[config.mk]
export PLATFORM = sky130hd
export DESIGN_NAME = content_bounding_box
export DESIGN_NICKNAME = d
export VERILOG_FILES = /design/src/design/cbb_pkg.sv /design/src/design/content_bounding_box.sv
export SDC_FILE = /design/constraint.sdc
export NUM_CORES = 1
export LEC_CHECK = 0
export ABC_AREA = 1
export BUFFER_PORTS_ARGS = -buffer_cell sky130_fd_sc_hd__buf_2
export CAP_MARGIN = 30
export CORE_MARGIN = 2
export CORE_UTILIZATION = 40
export DETAILED_ROUTE_END_ITERATION = 8
export PLACE_DENSITY_LB_ADDON = 0.1
export SYNTH_ARGS = -nofsm -noshare
export SYNTH_HDL_FRONTEND = slang
export SYNTH_SLANG_ARGS = --single-unit
[constraint.sdc]
create_clock -name clk_i -period 6.9 [get_ports clk_i]
set_clock_uncertainty 0.1 [all_clocks]
set_input_delay 1.38 -clock clk_i [delete_from_list [all_inputs] [get_ports clk_i]]
set_output_delay 1.38 -clock clk_i [all_outputs]
set_load 0.05 [all_outputs]
[src/design/cbb_pkg.sv]
// ----------------------------------------------------------------------------
// cbb_pkg
// Shared constants and the luma function for the content bounding box.
// ----------------------------------------------------------------------------
package cbb_pkg;

  // configuration register indexes
  localparam logic [1:0] REG_DARK_THRESHOLD = 2'd0;
  localparam logic [1:0] REG_MARGIN         = 2'd1;
  localparam logic [1:0] REG_FRAME_WIDTH    = 2'd2;
  localparam logic [1:0] REG_FRAME_HEIGHT   = 2'd3;

  // field widths
  localparam int unsigned PixW    = 8;
  localparam int unsigned ThrW    = 8;
  localparam int unsigned MarginW = 10;
  localparam int unsigned SizeW   = 13;
  localparam int unsigned PosW    = 12;
  localparam int unsigned CfgIdxW = 2;
  localparam int unsigned CfgW    = 13;

  // register reset values
  localparam logic [ThrW-1:0]    THRESHOLD_RESET = 8'd200;
  localparam logic [MarginW-1:0] MARGIN_RESET    = 10'd0;
  localparam logic [SizeW-1:0]   SIZE_RESET      = 13'd4096;

  // luma weights in 14-bit fixed point
  localparam int unsigned LumaShift = 14;
  localparam int unsigned LumaAccW  = 22;
  localparam logic [LumaAccW-1:0] WEIGHT_RED   = 22'd4899;
  localparam logic [LumaAccW-1:0] WEIGHT_GREEN = 22'd9617;
  localparam logic [LumaAccW-1:0] WEIGHT_BLUE  = 22'd1868;
  localparam logic [LumaAccW-1:0] LUMA_HALF    = 22'd8192;

  // rounded gray level of one bgr pixel
  function automatic logic [PixW-1:0] luma(input logic [PixW-1:0] b,
                                           input logic [PixW-1:0] g,
                                           input logic [PixW-1:0] r);
    logic [LumaAccW-1:0] acc;
    acc = LumaAccW'(b) * WEIGHT_BLUE + LumaAccW'(g) * WEIGHT_GREEN
        + LumaAccW'(r) * WEIGHT_RED + LUMA_HALF;
    return acc[LumaAccW-1:LumaShift];
  endfunction

endpackage

[src/design/content_bounding_box.sv]
// ----------------------------------------------------------------------------
// content_bounding_box
// Finds the padded bounding box of dark pixels in a raster-order bgr stream.
// ----------------------------------------------------------------------------
// One pixel is taken per clock with no gaps of its own making. A pixel passes
// three register stages: the gray compare is registered on entry, the position
// and extent trackers update in the second stage, and at the last pixel of a
// frame the extent is captured into a third stage whose padded, clamped box is
// registered onto the output. After the frame's last pixel is taken, its box
// passes the capture stage and the output register. The input stalls only when
// a frame result cannot move on because the output and the capture stage both
// still hold earlier results, which takes an output held long enough for two
// frame results to pile up. Configuration writes take effect at once; the user
// must make them between frames with the pipeline drained; it is not enforced.
module content_bounding_box #(
  parameter int unsigned MAX_WIDTH  = 4096,
  parameter int unsigned MAX_HEIGHT = 4096
) (
  input  logic                              clk_i,
  input  logic                              rst_ni,
  // configuration write port
  input  logic                              cfg_we_i,
  input  logic [cbb_pkg::CfgIdxW-1:0]       cfg_idx_i,
  input  logic [cbb_pkg::CfgW-1:0]          cfg_data_i,
  // pixel input
  input  logic                              in_valid_i,
  output logic                              in_ready_o,
  input  logic [cbb_pkg::PixW-1:0]          blue_i,
  input  logic [cbb_pkg::PixW-1:0]          green_i,
  input  logic [cbb_pkg::PixW-1:0]          red_i,
  // rectangle output
  output logic                              out_valid_o,
  input  logic                              out_ready_i,
  output logic [cbb_pkg::PosW-1:0]          box_left_o,
  output logic [cbb_pkg::PosW-1:0]          box_top_o,
  output logic [cbb_pkg::SizeW-1:0]         box_width_o,
  output logic [cbb_pkg::SizeW-1:0]         box_height_o,
  output logic                              content_found_o
);

  localparam int unsigned ColW  = (MAX_WIDTH > 1) ? $clog2(MAX_WIDTH) : 1;
  localparam int unsigned RowW  = (MAX_HEIGHT > 1) ? $clog2(MAX_HEIGHT) : 1;
  localparam int unsigned PosMx = (ColW > RowW) ? ColW : RowW;
  localparam int unsigned Base  = (PosMx > cbb_pkg::SizeW) ? PosMx : cbb_pkg::SizeW;
  localparam int unsigned CalcW = Base + 3;
  localparam logic [CalcW-1:0] MaxW  = CalcW'(MAX_WIDTH);
  localparam logic [CalcW-1:0] MaxH  = CalcW'(MAX_HEIGHT);
  localparam logic [CalcW-1:0] One   = CalcW'(1);

  // configuration registers
  logic [cbb_pkg::ThrW-1:0]    thr_q;
  logic [cbb_pkg::MarginW-1:0] margin_q;
  logic [cbb_pkg::SizeW-1:0]   fw_q, fh_q;

  always_ff @(posedge clk_i or negedge rst_ni) begin
    if (!rst_ni) begin
      thr_q    <= cbb_pkg::THRESHOLD_RESET;
      margin_q <= cbb_pkg::MARGIN_RESET;
      fw_q     <= cbb_pkg::SIZE_RESET;
      fh_q     <= cbb_pkg::SIZE_RESET;
    end else if (cfg_we_i) begin
      unique case (cfg_idx_i)
        cbb_pkg::REG_DARK_THRESHOLD: thr_q    <= cfg_data_i[cbb_pkg::ThrW-1:0];
        cbb_pkg::REG_MARGIN:         margin_q <= cfg_data_i[cbb_pkg::MarginW-1:0];
        cbb_pkg::REG_FRAME_WIDTH:    fw_q     <= cfg_data_i[cbb_pkg::SizeW-1:0];
        cbb_pkg::REG_FRAME_HEIGHT:   fh_q     <= cfg_data_i[cbb_pkg::SizeW-1:0];
        default: ;
      endcase
    end
  end

  // effective frame size, held between 1 and the maximum
  logic [CalcW-1:0] fw_x, fh_x, w_eff, h_eff;

  always_comb begin
    fw_x = CalcW'(fw_q);
    fh_x = CalcW'(fh_q);
    priority if (fw_x == '0) w_eff = One;
    else if (fw_x > MaxW)    w_eff = MaxW;
    else                     w_eff = fw_x;
    priority if (fh_x == '0) h_eff = One;
    else if (fh_x > MaxH)    h_eff = MaxH;
    else                     h_eff = fh_x;
  end

  // pipeline flow control
  logic a_v_q, a_dark_q;
  logic c_v_q;
  logic out_v_q;
  logic out_free, c_free, b_go, frame_end, row_end;

  assign out_free   = !out_v_q || out_ready_i;
  assign c_free     = !c_v_q || out_free;
  assign b_go       = a_v_q && (!frame_end || c_free);
  assign in_ready_o = !a_v_q || b_go;

  // stage a: gray compare of the incoming beat
  always_ff @(posedge clk_i or negedge rst_ni) begin
    if (!rst_ni) begin
      a_v_q <= 1'b0;
    end else if (in_ready_o) begin
      a_v_q <= in_valid_i;
    end
  end

  always_ff @(posedge clk_i) begin
    if (in_ready_o && in_valid_i) begin
      a_dark_q <= (cbb_pkg::luma(blue_i, green_i, red_i) <= thr_q);
    end
  end

  // stage b: position and extent tracking
  logic [ColW-1:0] col_q, col_d, lc_q, lc_d, gc_q, gc_d, lc_u, gc_u;
  logic [RowW-1:0] row_q, row_d, lr_q, lr_d, gr_q, gr_d, lr_u, gr_u;
  logic            any_q, any_d, any_u;

  assign row_end   = CalcW'(col_q) >= w_eff - One;
  assign frame_end = row_end && (CalcW'(row_q) >= h_eff - One);

  always_comb begin
    // extent including the current pixel
    lc_u  = lc_q;
    gc_u  = gc_q;
    lr_u  = lr_q;
    gr_u  = gr_q;
    any_u = any_q;
    if (a_dark_q) begin
      if (!any_q || col_q < lc_q) lc_u = col_q;
      if (!any_q || col_q > gc_q) gc_u = col_q;
      if (!any_q || row_q < lr_q) lr_u = row_q;
      if (!any_q || row_q > gr_q) gr_u = row_q;
      any_u = 1'b1;
    end

    col_d = col_q;
    row_d = row_q;
    lc_d  = lc_q;
    gc_d  = gc_q;
    lr_d  = lr_q;
    gr_d  = gr_q;
    any_d = any_q;
    if (b_go) begin
      priority if (frame_end) begin
        col_d = '0;
        row_d = '0;
        lc_d  = '1;
        gc_d  = '0;
        lr_d  = '1;
        gr_d  = '0;
        any_d = 1'b0;
      end else if (row_end) begin
        col_d = '0;
        row_d = row_q + RowW'(1);
        lc_d  = lc_u;
        gc_d  = gc_u;
        lr_d  = lr_u;
        gr_d  = gr_u;
        any_d = any_u;
      end else begin
        col_d = col_q + ColW'(1);
        lc_d  = lc_u;
        gc_d  = gc_u;
        lr_d  = lr_u;
        gr_d  = gr_u;
        any_d = any_u;
      end
    end
  end

  always_ff @(posedge clk_i or negedge rst_ni) begin
    if (!rst_ni) begin
      col_q <= '0;
      row_q <= '0;
      lc_q  <= '1;
      gc_q  <= '0;
      lr_q  <= '1;
      gr_q  <= '0;
      any_q <= 1'b0;
    end else begin
      col_q <= col_d;
      row_q <= row_d;
      lc_q  <= lc_d;
      gc_q  <= gc_d;
      lr_q  <= lr_d;
      gr_q  <= gr_d;
      any_q <= any_d;
    end
  end

  // stage c: extent captured at the end of a frame
  logic [ColW-1:0] c_lc_q, c_gc_q;
  logic [RowW-1:0] c_lr_q, c_gr_q;
  logic            c_any_q;
  logic            c_load;

  assign c_load = b_go && frame_end;

  always_ff @(posedge clk_i or negedge rst_ni) begin
    if (!rst_ni) begin
      c_v_q <= 1'b0;
    end else if (c_load) begin
      c_v_q <= 1'b1;
    end else if (out_free) begin
      c_v_q <= 1'b0;
    end
  end

  always_ff @(posedge clk_i) begin
    if (c_load) begin
      c_lc_q  <= lc_u;
      c_gc_q  <= gc_u;
      c_lr_q  <= lr_u;
      c_gr_q  <= gr_u;
      c_any_q <= any_u;
    end
  end

  // padded and clamped rectangle
  logic signed [CalcW-1:0] pad, lcs, gcs, lrs, grs, w_s, h_s;
  logic signed [CalcW-1:0] left, top, rem_w, rem_h, want_w, want_h, bw, bh;

  always_comb begin
    pad = $signed(CalcW'(margin_q));
    lcs = $signed(CalcW'(c_lc_q));
    gcs = $signed(CalcW'(c_gc_q));
    lrs = $signed(CalcW'(c_lr_q));
    grs = $signed(CalcW'(c_gr_q));
    w_s = $signed(w_eff);
    h_s = $signed(h_eff);
    left   = lcs - pad;
    top    = lrs - pad;
    rem_w  = '0;
    rem_h  = '0;
    want_w = (gcs - lcs) + $signed(One) + (pad <<< 1);
    want_h = (grs - lrs) + $signed(One) + (pad <<< 1);
    if (c_any_q) begin
      if (left < 0) left = '0;
      if (top < 0) top = '0;
      rem_w = w_s - left;
      rem_h = h_s - top;
      bw = (rem_w < want_w) ? rem_w : want_w;
      bh = (rem_h < want_h) ? rem_h : want_h;
      if (bw < 0) bw = '0;
      if (bh < 0) bh = '0;
    end else begin
      left = pad;
      top  = pad;
      bw   = pad <<< 1;
      bh   = pad <<< 1;
    end
  end

  // output register
  always_ff @(posedge clk_i or negedge rst_ni) begin
    if (!rst_ni) begin
      out_v_q <= 1'b0;
    end else if (out_free) begin
      out_v_q <= c_v_q;
    end
  end

  always_ff @(posedge clk_i) begin
    if (out_free && c_v_q) begin
      box_left_o      <= left[cbb_pkg::PosW-1:0];
      box_top_o       <= top[cbb_pkg::PosW-1:0];
      box_width_o     <= bw[cbb_pkg::SizeW-1:0];
      box_height_o    <= bh[cbb_pkg::SizeW-1:0];
      content_found_o <= c_any_q;
    end
  end

  assign out_valid_o = out_v_q;

  // checks
  a_clear_after_frame: assert property (@(posedge clk_i) disable iff (!rst_ni)
    c_load |=> (col_q == '0 && row_q == '0 && !any_q))
    else $error("tracking not cleared after frame end");

  a_stall_cause: assert property (@(posedge clk_i) disable iff (!rst_ni)
    !in_ready_o |-> (a_v_q && frame_end && c_v_q && out_v_q))
    else $error("input stalled without a blocked frame result");

  a_extent_order: assert property (@(posedge clk_i) disable iff (!rst_ni)
    any_q |-> (lc_q <= gc_q && lr_q <= gr_q))
    else $error("content extent out of order");

  a_empty_box: assert property (@(posedge clk_i) disable iff (!rst_ni)
    (out_valid_o && !content_found_o) |->
      (box_left_o == cbb_pkg::PosW'(margin_q) && box_top_o == cbb_pkg::PosW'(margin_q)))
    else $error("empty frame box does not sit at the margin");

endmodule

==> metrics.md <==
| Metric | Value |
|---|---|
| F_max | 123 MHz |
| Register area share after synthesis | 27.4% |
| Top Family by Delay on Critical Path | adder cells |
| Post-synth EDFFs | 101 |
| Tmin final | 8120 ps |
| Fin worst setup slack | -1220 ps |
| Syn Nets | 3241 |
| Worst-path clk slew | 60 ps |
| Clock latency on the worst-skew pair | 580 ps |
| CTS tree | yes |
| Slowest cell on crit path | fa_1 |
| Pwr dens | 506 mW/mm^2 |
| Vias in the first global route | 17800 |
| Final hold slack | 386 ps |
| Detail Route Antenna Nets | 0 |
| Final-report max-slew violation count | 0 |
| GR Overflow Total | 0 |
| Async S/R FF share, synth | 54.3% |
| RSZ-0062 raised after global routing | yes |
| Largest net degree at the start of global routing | 63 |
| Wire per inst | 17.5 um |
| Total wire length | 65.0 mm |
| Mapped Area | 0.0222 sq mm |
| Placer congestion estimate | 0.911 |
| Worst Path Arrival | 8340 ps |
| Post-synthesis cell type count | 51 |
| Tcrit/Tclk final | 118% |
| Slew @ Worst Pin | 956 ps |
| Initial core utilization | 40.3% |
| Global-route wire length before repair | 101 mm |
| Nets | 3422 |
| DP HPWL | 53.4 mm |
| Setup TNS | -1220 ps |
| Peak supply drop | 0.000621 V |
| Initial DRC count | 1243 |
| Synth warnings | 0 |
| I/O pins | 97 |
| Die Y | 239 um |
| TritonRoute pass-1 iters | 5 |
| Initial antenna violation count | 1 |
| Final setup fails | 1 |
| CP peak stage delay | 550 ps |
| CP Buf/Inv Count | 10 |
| Post-DR vias/cell | 4.98 |
| FP Rows | 86 |
| Die area | 0.0573 sq mm |
| Startpoint types | primary input |
| Tot Pwr | 12.9 mW |
| Cells after Synth | 2760 |
| PortBufs | 96 |
| Crit Path Category | primary input to register |
| Run status | complete, but fails checks |
| Share of layout cells above drive strength 1 | 14.1% |
| Crit path max fanout | 3 |
| CTS buffer count | 27 |
| Hold Crit Class | register to register |
| Bufs on Longest Clock Path | 3 |
| CP most frequent cell | inv_1 |
| Antenna cells | 0 |
| Seq cells post-synth | 221 |
| WP data required | 7120 ps |
| Ys flop type | edfxtp_1 |
| Final hold vios | 0 |
| Slew headroom | 36.1% |
| Crit. End Element | register |
| Max-cap violations | 0 |
| Area Overhead vs Synth | 14.7% |
| All-Layer GR Usage | 22.8% |
| CTS Sinks | 221 |
| DRC violations left | 0 |
| Routed via count | 18500 |
| Leak Pwr | 13.0 nW |
| Syn Area/Cell | 8.03 sq um |
| Die width | 239 um |
| Failing checks | setup timing |
| H-tree depth | 1 |
| CORE AREA | 0.0550 sq mm |
| Root Buffer | clkbuf_16 |
[worst reg2reg max path, delay by kind of cell, from the launching register on]
family / cells / cell delay [ps]
flops: 1 / 520
simple gates: 23 / 2760
buf+inv: 5 / 670
compound gates: 4 / 830
fa+ha+maj: 3 / 1060
[synthesized netlist by cell type, drive strengths merged (5+ instances only)]
master  instances  area, sq um
or2            21          131
inv           538         2020
a31oi          11         68.8
a21oi         185         1010
nand4          29          181
a21o            7         52.6
dfstp          29          762
dfrtp          91         2280
nor3           52          260
edfxtp        101         3030
nand3         119          616
xor2           87          762
nand2         551         2110
nand3b          9         67.6
fa             95         1900
o21a           10         75.1
o31ai           5         37.5
o21ai         234         1220
o21bai          7         52.6
nor2          138          552
clkbuf         29          109
buf            24          214
ha            342         4280
xnor2          25          219
[what timing repair did]
item                                    CTS  global route
gates resized for setup                  31            23
pin swaps                                34            26
hold buffers                              0             0
endpoints found under the setup margin    1            13
buffers inserted                          1             1
[cell usage in the layout (no fill, tap or decap), drive strengths merged, types with 11 or more instances in the layout]
master / instances
ha: 342
fa: 95
or2: 21
dfrtp: 91
dfstp: 29
xnor2: 25
nand3: 119
clkbuf: 38
edfxtp: 101
a31oi: 11
inv: 540
nand4: 29
nor3: 52
nor2: 138
xor2: 87
nand2: 551
buf: 205
a21oi: 185
o21ai: 234
[path summary, 6_finish.rpt]
| check | startpoint | end | slack, ps | depth (start not counted) |
|---|---|---|---|---|
| worst max-delay path | blue_i[5] | a_dark_q$_DFFE_PP_ | -1220 | 37 |
| worst min-delay path | lr_q[0]$_DFFE_PN1P_ | lr_q[0]$_DFFE_PN1P_ | 390 | 2 |
| worst max register to register | margin_q[1]$_DFFE_PN0P_ | box_height_o[9]$_DFFE_PP_ | 710 | 35 |
| worst min register to register | lr_q[0]$_DFFE_PN1P_ | lr_q[0]$_DFFE_PN1P_ | 390 | 2 |
| max in group asynchronous | rst_ni | fh_q[10]$_DFFE_PN0P_ | 4500 | 2 |
| min in group asynchronous | rst_ni | gc_q[6]$_DFFE_PN0P_ | 820 | 1 |
[state kept, by name (all words and copies together), names as in the netlist, 8 cells and up]
signal	cells
box_height_o	13
box_left_o	12
box_top_o	12
box_width_o	13
c_gc_q	12
c_gr_q	12
c_lc_q	12
c_lr_q	12
col_q	12
fh_q	13
fw_q	13
gc_q	12
gr_q	12
lc_q	12
lr_q	12
margin_q	10
row_q	12
thr_q	8
[metrics by stage]
stage	utilization (%)	cell area [sq um]	instances	setup slack, ps
2_1_floorplan	-	22400	2760	-1310
3_3_place_gp	44.1	24300	3657	-1870
6_report	46.2	25400	3710	-1220
5_1_grt	46.2	25400	3710	-1620
3_5_place_dp	44.2	24300	3658	-1950
4_1_cts	46.1	25300	3709	-1270
[per-layer routing]
layer	wire (um)	vias to the layer above	GRT usage, %
met2	27500	358	34.5
met4	1290	2	4.81
li1	-	9362	-
met3	2550	66	2.22
met1	33700	8706	34.9
met5	13	-	0
[power breakdown]
group	total, mW	switching [mW]	leakage (nW)	internal, mW
Sequential	1.81	0.168	2.40	1.64
Clock	1.48	0.603	0.443	0.879
Combinational	9.56	5.24	10.1	4.32
[logic make-up after synthesis]
logic type | synth area share (%)
DFF | 27.4
xor gates and xnor gates | 4.43
buffers and inverters | 10.6
and+or+nand+nor | 17.8
AOI/OAI and AO/OA | 11.9
adders and majority gates | 27.9
[cell type report]
type	count	area, sq um
clock buffer	38	757
clock inverter	12	154
fill	5373	29600
inverter	539	2030
multi-input combinational	1947	14100
sequential	221	6070
tap	748	936
timing repair buffer	205	1360
Note: power is estimated with default switching activity, not from simulation.
